**src/sv/ecal_pkg.sv**
```systemverilog
// Package for the epoch seconds to calendar converter: types, constants,
// the microcode table and the month length table. No dependencies.
package ecal_pkg;

    // Field and datapath widths.
    localparam int EPOCH_W = 31;
    localparam int DAYS_W  = 15;
    localparam int PC_W    = 6;

    // Divisors and calendar constants.
    localparam logic [EPOCH_W-1:0] SECS_PER_DAY  = 31'd86400;
    localparam logic [EPOCH_W-1:0] SECS_PER_HOUR = 31'd3600;
    localparam logic [EPOCH_W-1:0] SECS_PER_MIN  = 31'd60;
    localparam logic [EPOCH_W-1:0] DAYS_PER_WEEK = 31'd7;
    localparam logic [EPOCH_W-1:0] YEAR_DAYS     = 31'd365;
    localparam logic [EPOCH_W-1:0] LEAP_YEAR_DAYS = 31'd366;
    localparam logic [10:0] BASE_YEAR = 11'd1970;
    // 1970-01-01 was a Thursday.
    localparam logic [EPOCH_W-1:0] EPOCH_WEEKDAY = 31'd4;
    localparam logic [3:0] LAST_MONTH_IDX = 4'd11;

    // Program counter layout of the microcode.
    localparam logic [PC_W-1:0] PC_DAY_FIRST  = 6'd0;
    localparam logic [PC_W-1:0] PC_DAY_LAST   = 6'd14;
    localparam logic [PC_W-1:0] PC_TAKE_DAYS  = 6'd15;
    localparam logic [PC_W-1:0] PC_HOUR_FIRST = 6'd16;
    localparam logic [PC_W-1:0] PC_HOUR_LAST  = 6'd20;
    localparam logic [PC_W-1:0] PC_TAKE_HOUR  = 6'd21;
    localparam logic [PC_W-1:0] PC_MIN_FIRST  = 6'd22;
    localparam logic [PC_W-1:0] PC_MIN_LAST   = 6'd27;
    localparam logic [PC_W-1:0] PC_TAKE_MIN   = 6'd28;
    localparam logic [PC_W-1:0] PC_WEEK_FIRST = 6'd29;
    localparam logic [PC_W-1:0] PC_WEEK_LAST  = 6'd41;
    localparam logic [PC_W-1:0] PC_TAKE_WDAY  = 6'd42;
    localparam logic [PC_W-1:0] PC_YEAR       = 6'd43;
    localparam logic [PC_W-1:0] PC_MONTH      = 6'd44;
    localparam logic [PC_W-1:0] PC_DONE       = 6'd45;

    typedef enum logic [3:0] {
        OP_NOP,
        OP_DIV,
        OP_TAKE_DAYS,
        OP_TAKE_HOUR,
        OP_TAKE_MIN,
        OP_TAKE_WDAY,
        OP_YEAR,
        OP_MONTH,
        OP_DONE
    } t_op;

    typedef enum logic {
        JMP_NEXT,
        JMP_IF_MORE
    } t_jmp;

    typedef enum logic {
        ST_IDLE,
        ST_RUN
    } t_state;

    // One microcode control word.
    typedef struct packed {
        t_op               op;
        logic [EPOCH_W-1:0] operand;
        t_jmp              jmp;
        logic [PC_W-1:0]   target;
    } t_ctrl;

    // Sequencer to datapath controls.
    typedef struct packed {
        logic  load;
        logic  run;
        t_ctrl word;
    } t_dp_ctl;

    // Datapath to sequencer status.
    typedef struct packed {
        logic more;
    } t_dp_status;

    // Days in a month, February taking 29 in a leap year.
    function automatic logic [4:0] days_in_month(input logic [3:0] idx, input logic leap);
        logic [4:0] len;
        case (idx)
            4'd1:                len = leap ? 5'd29 : 5'd28;
            4'd3, 4'd5, 4'd8, 4'd10: len = 5'd30;
            default:             len = 5'd31;
        endcase
        return len;
    endfunction

    // Microcode table: restoring divisions by day, hour, minute and week,
    // then the year and month walks.
    function automatic t_ctrl ucode(input logic [PC_W-1:0] pc);
        t_ctrl w;
        w.op      = OP_NOP;
        w.operand = '0;
        w.jmp     = JMP_NEXT;
        w.target  = '0;
        case (pc) inside
            [PC_DAY_FIRST:PC_DAY_LAST]: begin
                w.op      = OP_DIV;
                w.operand = SECS_PER_DAY << (PC_DAY_LAST - pc);
            end
            PC_TAKE_DAYS: w.op = OP_TAKE_DAYS;
            [PC_HOUR_FIRST:PC_HOUR_LAST]: begin
                w.op      = OP_DIV;
                w.operand = SECS_PER_HOUR << (PC_HOUR_LAST - pc);
            end
            PC_TAKE_HOUR: w.op = OP_TAKE_HOUR;
            [PC_MIN_FIRST:PC_MIN_LAST]: begin
                w.op      = OP_DIV;
                w.operand = SECS_PER_MIN << (PC_MIN_LAST - pc);
            end
            PC_TAKE_MIN: w.op = OP_TAKE_MIN;
            [PC_WEEK_FIRST:PC_WEEK_LAST]: begin
                w.op      = OP_DIV;
                w.operand = DAYS_PER_WEEK << (PC_WEEK_LAST - pc);
            end
            PC_TAKE_WDAY: w.op = OP_TAKE_WDAY;
            PC_YEAR: begin
                w.op     = OP_YEAR;
                w.jmp    = JMP_IF_MORE;
                w.target = PC_YEAR;
            end
            PC_MONTH: begin
                w.op     = OP_MONTH;
                w.jmp    = JMP_IF_MORE;
                w.target = PC_MONTH;
            end
            PC_DONE: w.op = OP_DONE;
            default: w.op = OP_DONE;
        endcase
        return w;
    endfunction

endpackage

```
**src/sv/epoch_seconds_to_calendar_unit.sv**
```systemverilog
// Converts epoch seconds to calendar fields by running a microcode program, one control word
// per cycle through the shared subtractor; the year and month words repeat while another
// whole year or month fits. Busy drops with the strobe and the next start transfer is
// taken at the edge that ends the strobe cycle.
// Reset is synchronous and active low; it idles the sequencer and clears the strobe.
module epoch_seconds_to_calendar_unit (
    input  logic        i_clk,
    input  logic        i_rst_n,
    input  logic        start,
    output logic        busy,
    input  logic [30:0] i_epoch_seconds,
    output logic        o_valid,
    output logic [5:0]  o_second,
    output logic [5:0]  o_minute,
    output logic [4:0]  o_hour,
    output logic [4:0]  o_day_of_month,
    output logic [3:0]  o_month,
    output logic [10:0] o_year,
    output logic [2:0]  o_weekday
);

    ecal_pkg::t_dp_ctl    w_ctl;
    ecal_pkg::t_dp_status w_status;

    // Program sequencer.
    ecal_seq u_seq (
        .i_clk    (i_clk),
        .i_rst_n  (i_rst_n),
        .i_start  (start),
        .i_status (w_status),
        .o_ctl    (w_ctl),
        .o_busy   (busy),
        .o_done   (o_valid)
    );

    // Arithmetic datapath.
    ecal_dp u_dp (
        .i_clk           (i_clk),
        .i_ctl           (w_ctl),
        .i_epoch_seconds (i_epoch_seconds),
        .o_status        (w_status),
        .o_second        (o_second),
        .o_minute        (o_minute),
        .o_hour          (o_hour),
        .o_day_of_month  (o_day_of_month),
        .o_month         (o_month),
        .o_year          (o_year),
        .o_weekday       (o_weekday)
    );

endmodule

```
**src/sv/ecal_seq.sv**
```systemverilog
// Microcode sequencer: program counter, control word fetch and conditional jumps.
// Depends on ecal_pkg for the control word, the status struct and the microcode table.
module ecal_seq (
    input  logic                i_clk,
    input  logic                i_rst_n,
    input  logic                i_start,
    input  ecal_pkg::t_dp_status i_status,
    output ecal_pkg::t_dp_ctl   o_ctl,
    output logic                o_busy,
    output logic                o_done
);

    ecal_pkg::t_state              r_state, n_state;
    logic [ecal_pkg::PC_W-1:0]     r_pc, n_pc;
    logic                          r_done, n_done;
    ecal_pkg::t_ctrl               w_word;

    assign w_word = ecal_pkg::ucode(r_pc);

    // State, program counter and result strobe registers.
    always_ff @(posedge i_clk) begin
        if (!i_rst_n) begin
            r_state <= ecal_pkg::ST_IDLE;
            r_pc    <= '0;
            r_done  <= 1'b0;
        end else begin
            r_state <= n_state;
            r_pc    <= n_pc;
            r_done  <= n_done;
        end
    end

    // Next step: a new transfer restarts the program, a jump word loops on itself.
    always_comb begin
        n_state = r_state;
        n_pc    = r_pc;
        n_done  = 1'b0;
        o_ctl.load = 1'b0;
        o_ctl.run  = 1'b0;
        o_ctl.word = w_word;
        case (r_state)
            ecal_pkg::ST_IDLE: begin
                if (i_start) begin
                    o_ctl.load = 1'b1;
                    n_pc       = ecal_pkg::PC_DAY_FIRST;
                    n_state    = ecal_pkg::ST_RUN;
                end
            end
            ecal_pkg::ST_RUN: begin
                o_ctl.run = 1'b1;
                if (w_word.op == ecal_pkg::OP_DONE) begin
                    n_done  = 1'b1;
                    n_state = ecal_pkg::ST_IDLE;
                end else if (w_word.jmp == ecal_pkg::JMP_IF_MORE && i_status.more) begin
                    n_pc = w_word.target;
                end else begin
                    n_pc = ecal_pkg::PC_W'(r_pc + 1'b1);
                end
            end
            default: n_state = ecal_pkg::ST_IDLE;
        endcase
    end

    assign o_busy = (r_state == ecal_pkg::ST_RUN);
    assign o_done = r_done;

endmodule

```
**src/sv/ecal_dp.sv**
```systemverilog
// Datapath of the calendar converter: one subtract and compare unit, quotient
// shifter and the result registers. Depends on ecal_pkg.
module ecal_dp (
    input  logic                         i_clk,
    input  ecal_pkg::t_dp_ctl            i_ctl,
    input  logic [ecal_pkg::EPOCH_W-1:0] i_epoch_seconds,
    output ecal_pkg::t_dp_status         o_status,
    output logic [5:0]                   o_second,
    output logic [5:0]                   o_minute,
    output logic [4:0]                   o_hour,
    output logic [4:0]                   o_day_of_month,
    output logic [3:0]                   o_month,
    output logic [10:0]                  o_year,
    output logic [2:0]                   o_weekday
);

    logic [ecal_pkg::EPOCH_W-1:0] r_acc, n_acc;
    logic [ecal_pkg::DAYS_W-1:0]  r_q, n_q;
    logic [ecal_pkg::DAYS_W-1:0]  r_days, n_days;
    logic [5:0]                   r_sec, n_sec;
    logic [5:0]                   r_min, n_min;
    logic [4:0]                   r_hour, n_hour;
    logic [2:0]                   r_wday, n_wday;
    logic [10:0]                  r_year, n_year;
    logic [3:0]                   r_mon, n_mon;

    logic [ecal_pkg::EPOCH_W:0]   w_diff;
    logic                         w_fit;
    logic                         w_leap;
    logic [ecal_pkg::EPOCH_W-1:0] w_len;
    logic                         w_more;

    // Leap years are those divisible by four over the supported range.
    assign w_leap = (r_year[1:0] == 2'b00);

    // Length of the current year or month, depending on the walk in progress.
    always_comb begin
        if (i_ctl.word.op == ecal_pkg::OP_MONTH) begin
            w_len = {{(ecal_pkg::EPOCH_W-5){1'b0}}, ecal_pkg::days_in_month(r_mon, w_leap)};
        end else if (i_ctl.word.op == ecal_pkg::OP_YEAR) begin
            w_len = w_leap ? ecal_pkg::LEAP_YEAR_DAYS : ecal_pkg::YEAR_DAYS;
        end else begin
            w_len = i_ctl.word.operand;
        end
    end

    // Shared trial subtraction; a clear top bit means the subtrahend fits.
    assign w_diff = {1'b0, r_acc} - {1'b0, w_len};
    assign w_fit  = !w_diff[ecal_pkg::EPOCH_W];

    always_comb begin
        case (i_ctl.word.op)
            ecal_pkg::OP_YEAR:  w_more = w_fit;
            ecal_pkg::OP_MONTH: w_more = w_fit && (r_mon != ecal_pkg::LAST_MONTH_IDX);
            default:            w_more = 1'b0;
        endcase
    end
    assign o_status.more = w_more;

    // Execute one control word per cycle.
    always_comb begin
        n_acc  = r_acc;
        n_q    = r_q;
        n_days = r_days;
        n_sec  = r_sec;
        n_min  = r_min;
        n_hour = r_hour;
        n_wday = r_wday;
        n_year = r_year;
        n_mon  = r_mon;
        if (i_ctl.load) begin
            n_acc = i_epoch_seconds;
        end else if (i_ctl.run) begin
            case (i_ctl.word.op)
                ecal_pkg::OP_DIV: begin
                    if (w_fit) begin
                        n_acc = w_diff[ecal_pkg::EPOCH_W-1:0];
                    end
                    n_q = {r_q[ecal_pkg::DAYS_W-2:0], w_fit};
                end
                ecal_pkg::OP_TAKE_DAYS: n_days = r_q;
                ecal_pkg::OP_TAKE_HOUR: n_hour = r_q[4:0];
                ecal_pkg::OP_TAKE_MIN: begin
                    n_min = r_q[5:0];
                    n_sec = r_acc[5:0];
                    // The weekday is the day count offset to the epoch weekday, mod 7.
                    n_acc = ecal_pkg::EPOCH_W'({{(ecal_pkg::EPOCH_W-ecal_pkg::DAYS_W){1'b0}},
                                               r_days} + ecal_pkg::EPOCH_WEEKDAY);
                end
                ecal_pkg::OP_TAKE_WDAY: begin
                    n_wday = r_acc[2:0];
                    n_acc  = {{(ecal_pkg::EPOCH_W-ecal_pkg::DAYS_W){1'b0}}, r_days};
                    n_year = ecal_pkg::BASE_YEAR;
                    n_mon  = '0;
                end
                ecal_pkg::OP_YEAR: begin
                    if (w_more) begin
                        n_acc  = w_diff[ecal_pkg::EPOCH_W-1:0];
                        n_year = 11'(r_year + 1'b1);
                    end
                end
                ecal_pkg::OP_MONTH: begin
                    if (w_more) begin
                        n_acc = w_diff[ecal_pkg::EPOCH_W-1:0];
                        n_mon = 4'(r_mon + 1'b1);
                    end
                end
                default: begin
                end
            endcase
        end
    end

    // Payload registers carry no reset.
    always_ff @(posedge i_clk) begin
        r_acc  <= n_acc;
        r_q    <= n_q;
        r_days <= n_days;
        r_sec  <= n_sec;
        r_min  <= n_min;
        r_hour <= n_hour;
        r_wday <= n_wday;
        r_year <= n_year;
        r_mon  <= n_mon;
    end

    assign o_second       = r_sec;
    assign o_minute       = r_min;
    assign o_hour         = r_hour;
    assign o_day_of_month = 5'(r_acc[4:0] + 1'b1);
    assign o_month        = 4'(r_mon + 1'b1);
    assign o_year         = r_year;
    assign o_weekday      = r_wday;

endmodule

```
**config.mk**
```make
export PLATFORM = sky130hd
export DESIGN_NAME = epoch_seconds_to_calendar_unit
export DESIGN_NICKNAME = d
export VERILOG_FILES = /design/src/sv/ecal_pkg.sv /design/src/sv/epoch_seconds_to_calendar_unit.sv /design/src/sv/ecal_seq.sv /design/src/sv/ecal_dp.sv
export SDC_FILE = /design/constraint.sdc
export NUM_CORES = 1
export LEC_CHECK = 0
export BUFFER_PORTS_ARGS = -buffer_cell sky130_fd_sc_hd__buf_2
export CAP_MARGIN = 15
export CORE_MARGIN = 1
export CORE_UTILIZATION = 41
export CTS_CLUSTER_SIZE = 24
export DETAILED_ROUTE_END_ITERATION = 12
export MAX_ROUTING_LAYER = met4
export PLACE_DENSITY = 0.59
export REMOVE_ABC_BUFFERS = 1
export SLEW_MARGIN = 20
export SYNTH_ARGS = -nofsm -noshare
export SYNTH_HDL_FRONTEND = slang
export SYNTH_HIERARCHICAL = 1
export SYNTH_SLANG_ARGS = --single-unit
```
**constraint.sdc**
```tcl
create_clock -name i_clk -period 8.2 [get_ports i_clk]
set_clock_uncertainty 0.2 [all_clocks]
set_input_delay 0.82 -clock i_clk [delete_from_list [all_inputs] [get_ports i_clk]]
set_output_delay 0.82 -clock i_clk [all_outputs]
set_load 0.02 [all_outputs]
```
---- After elaboration in Yosys (flattened, before gate mapping) ----
Cells that the tools add are included.
storage, ports and cells
  flip-flop bits (word level) ............. 104
  latch bits .............................. 0
  RAM bits ................................ 0
  ROM bits ................................ 0
  output and inout port bits .............. 42
  memories kept ........................... 0
operators by class
  add/subtract/negate cells ............... 10
  multiply operators ...................... 0
  div/mod/pow operators ................... 0
  order comparisons ....................... 8
  equal/unequal tests ..................... 26
  shift operators ......................... 4
  muxes and demuxes ....................... 52
  bitwise operators ....................... 2
  reduce and logical (&&, ||, !) cells .... 24
operators with widths
  operator                                                                             number
  31-bit 2-to-1 mux                                                                    13
  31-bit case mux with 4 select lines                                                  1
  7-bit 2-to-1 mux                                                                     10
  4-bit 2-to-1 mux                                                                     11
  31-bit by 31-bit subtractor with 32-bit output                                       1
  12-bit by 6-bit left shift with 31-bit output, first input constant                  1
  17-bit by 6-bit left shift with 31-bit output, first input constant                  1
  3-bit by 6-bit left shift with 31-bit output, first input constant                   1
  6-bit by 6-bit left shift with 31-bit output, first input constant                   1
  11-bit case mux with 2 select lines                                                  1
  4-bit by 3-bit equality test with 1-bit output, second input constant                5
  6-bit equality test, second input constant                                           3
  6-bit by 5-bit greater-or-equal comparator with 1-bit output, second input constant  3
  6-bit 2-to-1 mux                                                                     3
  15-bit by 3-bit adder with 16-bit output, second input constant                      1
  3-bit AND reduction                                                                  5
  4-bit by 2-bit equality test with 1-bit output, second input constant                3
  4-bit equality test, second input constant                                           3
  6-bit by 5-bit equality test with 1-bit output, second input constant                2
  6-bit by 5-bit <= comparator with 1-bit output, second input constant                2
  6-bit case mux with 2 select lines                                                   1
  4-bit AND reduction                                                                  3
  5-bit by 6-bit subtractor with 6-bit output, first input constant                    2
  11-bit by 1-bit adder with 11-bit output, second input constant                      1
  other kinds (29)                                                                     48

---- Logic depth before layout (Yosys ltp) ----
Gate-level depths: netlist of the first run.
  word-level depth ........................ 22
  depth in mapped cells ................... 31
  gate-level depth less buffers ........... 26

---- By module ----
The synthesis of the first run kept the hierarchy.
by module, submodules not included
  module    times used  cells each  area each (um^2)
  ecal_dp   1           597         5965.7
  ecal_seq  1           443         2886.5

---- Worst setup path before layout of the first run ----
No wires, ideal clock.
  path type ............................... flip-flop to flip-flop
  start ................................... register u_seq/r_pc[1] in the netlist's numbering
  end ..................................... register u_dp/r_acc[0] in the netlist's numbering (enable)
  library setup time ...................... 395 ps
  arrival time ............................ 5725 ps
  slack ................................... 1881 ps
  cell stages (with the launch flop) ...... 25
  buffers on the path ..................... 3
  cell sequence ........................... dfxtp_1 -> inv_1 -> ha_1 -> buf_2 -> a21oi_1 -> or2_2 -> clkbuf_1 -> o21a_1 -> o21a_1 -> buf_2 -> o21ai_0 -> nor3_1 -> nor2b_1 -> nand2_1 -> nor2_1 -> a21oi_1 -> ha_1 -> and2_1 -> nand3_1 -> a211oi_1 -> o21ai_0 -> a21oi_1 -> a21oi_1 -> o22ai_1 -> a311o_1
RTL lines
  what                    line            RTL
  start, declared         ecal_seq.sv:14  logic [ecal_pkg::PC_W-1:0] r_pc, n_pc;
  start signal, assigned  ecal_seq.sv:28  r_pc <= n_pc;
  end signal, assigned    ecal_dp.sv:116  r_acc <= n_acc;
  end, declared           ecal_dp.sv:17   logic [ecal_pkg::EPOCH_W-1:0] r_acc, n_acc;

==> flow_metrics.py, run 1 <==
metrics = {
    "global_routing": {
        "grt_max_degree": 55,
        "grt_pass1_wl_mm": 43.16,
        "grt_pass1_vias": 7753,
        "gr-usage-all-layers": 0.2602,
        "grt_overflow": 0,
        "antenna_found_initial": 0,
    },
    "synth": {
        "postSynthCellCount": 1032,
        "syn_area_um2": 8803,
        "syn_avg_cell_area_um2": 8.530,
        "yosysWarnings": 6,
    },
    "sta": {
        "rsz0062_at_grt": "false",
        "period_minus_slack_ns": 7.247,
        "slew_viol_final": 0,
        "post-route-period-util": 0.8838,
        "fmax_mhz": 138.0,
        "whs_ns": 0.2366,
        "hold_violations": 0,
        "slew_headroom": 0.3098,
        "tightest_slew_ns": 1.030,
        "setup_viol": 0,
        "tns_ns": 0,
    },
    "clock_tree": {
        "cts_tree": "done",
        "cts_buffers": 9,
        "clk_latency_ns": 0.37,
        "root_buffer": "clkbuf_16",
        "hold_buffers": 0,
        "cts_sinks": 104,
        "cts_buffer_depth": 2,
        "htreeDepth": 3,
        "cts_setup_buffers": 0,
        "path_clk_slew_ns": 0.08,
        "ctsResizeCount": 0,
    },
    "run": {
        "cap_violations": 0,
    },
    "finish": {
        "fillers": 2052,
        "nets": 1185,
        "insertedDiodeCount": 0,
        "syn_to_final_growth_pct": 11.21,
        "drive_gt1_frac": 0.1355,
        "seq_area_um2": 3043,
        "design_area_um2": 9791,
        "multiInputGateArea_um2": 5385,
    },
    "floorplan": {
        "initial_core_util": 0.4188,
        "die_height_um": 148.5,
        "core_um2": 21020,
        "die-area_um2": 22060,
        "die_w_um": 148.5,
        "io_pins": 76,
        "core.rowCount": 53,
    },
    "drt": {
        "vias_per_cell": 6.007,
        "dr.pass1.iters": 6,
        "routed-via-count": 8212,
        "drc": 0,
        "drt-initial-drc-count": 965,
        "wire_per_inst_um": 20.16,
        "ant_nets": 0,
        "totalWireLength_mm": 27.55,
    },
    "power_and_ir_drop": {
        "p_leak_nw": 3.736,
        "p_per_area_nw_per_um2": 196.6,
        "p_total_mw": 1.925,
        "vdd_drop_max_mv": 0.1105,
    },
    "setup_path": {
        "start_kind": "flop",
        "cpMostUsedCell": "a21oi_1",
        "crit_family": "compound AO/OA/AOI/OAI gates",
        "path_class": "flop to flop",
        "critPathMaxFanout": 19,
        "crit_required_ns": 8.05,
        "cp.arrival_ns": 7.10,
        "crit_start": "u_seq/r_pc[0]",
        "cp_slowest_cell": "a311o_1",
        "setup.worst_path.end_class": "flop",
        "cpPeakStageDelay_ns": 0.70,
        "crit_buf_inv": 4,
        "r2r-start": "u_seq/r_pc[0]",
        "path_cells": "inv_1, ha_1, a21oi_1, or2_2, o21a_1, o21a_1, buf_4, o21ai_0, nor3_1, buf_4, nor2b_1, nand2_1, nor3_1, a21oi_1, ha_1, nor2b_1, o2111ai_1, a211oi_1, o21ai_0, a21oi_1, a21oi_1, o22ai_1, a311o_1, buf_4",
    },
    "placement": {
        "dpl.hpwl_mm": 20.76,
        "dpl_cell_area_um2": 9474,
        "gp_congestion": 1.051,
        "numPortBuffers": 75,
    },
    "status": {
        "status": "completed",
    },
    "worst_hold_path": {
        "holdCritPathClass": "flop to flop",
        "min_from": "u_dp/r_q[14]",
    },
}
per-stage QoR:
stage | setup WS [ns] | cells | utilization
final | 0.9526 | 1367 | 0.4657
after global routing | 0.3667 | 1367 | 0.4657
after CTS | 0.9951 | 1367 | 0.4657
after global placement | 1.267 | 1351 | 0.4507
after floorplan | 1.180 | 981 | -
after detailed placement | 1.095 | 1351 | 0.4507
per-layer routing:
metal	vias up	global-route usage	routed length [um]
met5	-	-	0
met4	0	0.09072	752
met3	70	0.03620	1762
met2	327	0.4042	12660
met1	3867	0.3457	12380
li1	3948	-	-
area by class of cell:
| class | instances | area share |
|---|---|---|
| repair buffers | 95 | 0.05367 |
| clock buffers | 9 | 0.02300 |
| clock inverters | 7 | 0.009329 |
| well taps | 275 | 0.03514 |
| multi-input cells | 830 | 0.5500 |
| inverters | 47 | 0.01802 |
| flip-flops and latches | 104 | 0.3108 |
worst reg2reg max path: cells and delay by family (launching register included):
family | cells | cell delay (ns)
buffers and inverters | 4 | 1.10
adders and majority gates | 2 | 0.75
and+or+nand+nor | 6 | 1.29
AOI/OAI and AO/OA | 12 | 2.94
DFF | 1 | 0.65
path summary, 6_finish.rpt:
kind | to | slack (ns) | cells after the start
worst max register to register | u_dp/r_acc[6] | 0.95 | 24
worst max-delay path | u_dp/r_acc[6] | 0.95 | 24
worst min register to register | u_dp/r_days[14] | 0.24 | 0
worst min-delay path | u_dp/r_days[14] | 0.24 | 0
power by group:
group          internal (mW)  total (mW)  switching, mW  leakage [nW]
clock                  0.222       0.457          0.235         0.152
sequential             0.667       0.700         0.0328         0.952
combinational          0.311       0.768          0.457          2.63
registers in the layout, indices dropped and copies added (netlist names):
signal,cells
u_dp/o_year,11
u_dp/r_mon,4
u_dp/r_days,15
u_seq/o_done,1
u_dp/o_second,6
u_seq/o_busy,1
u_dp/o_weekday,3
u_dp/o_hour,5
u_seq/r_pc,6
u_dp/r_q,15
u_dp/r_acc,31
u_dp/o_minute,6
layout by cell type, fill, tap and decap left out, types with 5 or more instances in the layout:
cell type and n:
and3_1 19, mux2_2 7, a211oi_1 17, nor2_1 90
a211o_1 5, edfxtp_1 96, a31oi_1 14, nor3_1 26
o32ai_1 11, or3_1 6, xor2_1 26, nand2_1 116
nor3_2 5, nand4_1 8, o22ai_1 7, o21ai_0 67
xnor2_1 28, and2_1 8, o31ai_1 5, clkbuf_16 9
a21oi_1 111, nand2b_1 15, a21o_1 16, nand3b_1 5
nor2b_1 9, o211ai_1 8, buf_2 75, nand3_1 30
o21a_1 9, ha_1 63, inv_1 44, a22oi_1 7
mux2i_1 10, buf_4 20, a221oi_1 5, dfxtp_1 8
No activity file was read; power rests on OpenSTA's default activity.
==> run 2: changes to the inputs <==
--- a/config.mk
+++ b/config.mk
@@ -17,5 +17,4 @@
 export SLEW_MARGIN = 20
 export SYNTH_ARGS = -nofsm -noshare
 export SYNTH_HDL_FRONTEND = slang
-export SYNTH_HIERARCHICAL = 1
 export SYNTH_SLANG_ARGS = --single-unit
==> run 2 against run 1 <==
Power decreased by 4.7%; die area shrank 2.3%; wire length shrank 1.7%; sequential cell count did not move.
==> flow_metrics.py, run 2 <==
metrics = {
    "status": {
        "status": "completed",
    },
    "clock_tree": {
        "cts_buffer_depth": 2,
        "path_clk_slew_ns": 0.08,
        "htreeDepth": 3,
        "cts_tree": "done",
        "hold_buffers": 0,
        "cts_buffers": 9,
        "cts_sinks": 104,
        "clk_latency_ns": 0.37,
        "root_buffer": "clkbuf_16",
        "cts_setup_buffers": 0,
        "ctsResizeCount": 0,
    },
    "floorplan": {
        "die-area_um2": 21560,
        "core_um2": 20430,
        "die_height_um": 146.8,
        "core.rowCount": 52,
        "io_pins": 76,
        "initial_core_util": 0.4211,
        "die_w_um": 146.8,
    },
    "placement": {
        "post-place-ws_ns": 1.322,
        "gp_congestion": 1.042,
        "dp.cells": 1267,
        "dpl_cell_area_um2": 9158,
        "dpl.hpwl_mm": 20.34,
        "numPortBuffers": 75,
    },
    "synth": {
        "yosysWarnings": 0,
        "yosysMostFrequentCell": "nand2_1",
        "synth_common_cells": "109 x nand2_1, 96 x edfxtp_1, 76 x nor2_1",
        "synth_simple_gate_area_frac": 0.1969,
        "ys.flop_type": "edfxtp_1",
        "ys_seq_area_frac": 0.3537,
        "synth_top_family_by_area": "compound AO/OA/AOI/OAI gates",
        "synth_fa_ha_area_frac": 0.09513,
        "synth-edff-count": 96,
        "syn_avg_cell_area_um2": 8.933,
        "synth_xor_area_frac": 0.04785,
        "postSynthCellCount": 963,
        "synth_compound_area_frac": 0.2481,
        "synth.distinct_cells": 92,
        "synth.top_cell.area_share": 0.3351,
        "syn_area_um2": 8602,
        "yosys-top-cells-area": "edfxtp_1 34%, ha_1 9.2%, nand2_1 4.8%",
        "synthMuxAreaShare": 0.01484,
        "synthArstFlopShare": 0,
        "synth_area_leader_cell": "edfxtp_1",
        "yosys_register_bits": 104,
    },
    "setup_path": {
        "start_kind": "flop",
        "crit_start": "u_seq.r_pc[0]",
        "critPathMaxFanout": 22,
        "r2r-start": "u_seq.r_pc[0]",
        "worstRegToRegCells": 16,
        "cpPeakStageDelay_ns": 0.90,
        "crit_required_ns": 8.10,
        "setup.worst_path.end_class": "flop",
        "cp_slowest_cell": "a2111oi_0",
        "path_cells": "clkinv_1, ha_1, nand2b_1, a21boi_2, and3_1, nand2_1, o41ai_1, ha_1, nor2b_1, o2111a_1, o211ai_1, nand2_1, a2111oi_0, o31ai_1, xnor2_1, o21ai_0",
        "path_class": "flop to flop",
        "regToRegSetupSlack_ns": 1.23,
        "r2r-end": "u_dp.r_acc[29]",
        "cp.arrival_ns": 6.87,
    },
    "drt": {
        "wire_per_inst_um": 21.10,
        "dr.pass1.iters": 8,
        "drc": 0,
        "drt-initial-drc-count": 717,
        "routed-via-count": 7832,
        "totalWireLength_mm": 27.07,
        "vias_per_cell": 6.104,
        "ant_nets": 0,
    },
    "sta": {
        "period_minus_slack_ns": 6.967,
        "fmax_mhz": 143.5,
        "fin_ws_ns": 1.233,
        "whs_ns": 0.2220,
        "slew_headroom": 0.3118,
        "setup_viol": 0,
        "post-route-period-util": 0.8497,
        "slew_viol_final": 0,
        "tightest_slew_ns": 1.006,
        "tns_ns": 0,
        "rsz0062_at_grt": "false",
        "hold_violations": 0,
    },
    "finish": {
        "layout_commonest_cell": "nand2_1",
        "fillers": 1978,
        "top_regs": "u_dp.r_acc (31), u_dp.r_days (15), u_dp.r_q (15)",
        "syn_to_final_growth_pct": 10.08,
        "drive_gt1_frac": 0.1412,
        "insertedDiodeCount": 0,
        "top_register": "u_dp.r_acc",
        "seq_area_um2": 3043,
        "most-common-layout-cells": "109 x nand2_1, 96 x edfxtp_1, 76 x nor2_1",
        "final_util": 0.4635,
        "multiInputGateArea_um2": 5199,
        "largest_reg_flops": 31,
        "finalNonFillerCells": 1283,
        "design_area_um2": 9469,
        "nets": 1106,
    },
    "worst_hold_path": {
        "holdCritPathClass": "flop to flop",
        "min_to": "u_dp.r_days[14]",
        "whs_path_depth": 0,
        "min_from": "u_dp.r_q[14]",
    },
    "power_and_ir_drop": {
        "p_per_area_nw_per_um2": 193.7,
        "p_total_mw": 1.834,
        "p_leak_nw": 3.594,
        "vdd_drop_max_mv": 0.1054,
    },
    "global_routing": {
        "grt_max_degree": 43,
        "grt_overflow": 0,
        "grt_pass1_vias": 7420,
        "gr-usage-all-layers": 0.2595,
        "grt_pass1_wl_mm": 41.83,
        "antenna_found_initial": 0,
    },
    "run": {
        "cap_violations": 0,
    },
}
[run 2: power by group]
| part | leakage [nW] | switching, mW | total, mW | internal (mW) |
|---|---|---|---|---|
| sequential | 0.997 | 0.0319 | 0.687 | 0.655 |
| clock | 0.150 | 0.229 | 0.448 | 0.219 |
| combinational | 2.45 | 0.424 | 0.700 | 0.276 |
| total | 3.59 | 0.685 | 1.83 | 1.15 |
[run 2: logic make-up (layout without fill, tap and decap cells)]
| group | Yosys count | after routing |
|---|---|---|
| XOR/XNOR | 47 | 47 |
| flip-flops | 104 | 104 |
| buffers and inverters | 84 | 134 |
| multiplexers | 12 | 12 |
| AND/OR/NAND/NOR | 342 | 342 |
| adder cells (fa/ha/maj) | 65 | 65 |
| AO/OA/AOI/OAI | 309 | 309 |
[run 2: layout make-up]
type / instances / share of cell area
clock inverter: 7 / 0.009117
tap: 270 / 0.03568
timing repair buffer: 86 / 0.04836
sequential: 104 / 0.3214
clock buffer: 9 / 0.02378
inverter: 32 / 0.01268
multi-input combinational: 775 / 0.5490
[run 2: critical path: cells and delay by family, from the launching register on]
family          cells  cell delay [ns]
compound gates      7             2.74
xor+xnor            1             0.16
fa+ha+maj           2             1.01
buf+inv             1             0.51
flops               1             0.63
simple gates        5             1.45
[run 2: worst max path at each step]
| stage | slack [ns] | end | cells after the start |
|---|---|---|---|
| final | 1.23 | u_dp.r_acc[29] | 16 |
| after global routing | 0.74 | u_dp.o_year[4] | 16 |
| after CTS | 1.31 | u_dp.o_year[10] | 16 |
| after detailed placement | 1.32 | u_dp.o_year[10] | 16 |
| after global placement | 1.50 | u_dp.o_year[10] | 16 |
| after floorplan | 2.65 | u_dp.r_acc[0] | 16 |
[run 2: metal layers]
layer | wire length, um | up-vias | GRT usage | part of all wire
li1 | - | 3735 | - | -
met2 | 11950 | 319 | 0.3848 | 0.44
met4 | 721 | 0 | 0.09010 | 0.027
met3 | 1881 | 46 | 0.04348 | 0.069
met1 | 12520 | 3732 | 0.3563 | 0.46
met5 | 0 | - | - | 0
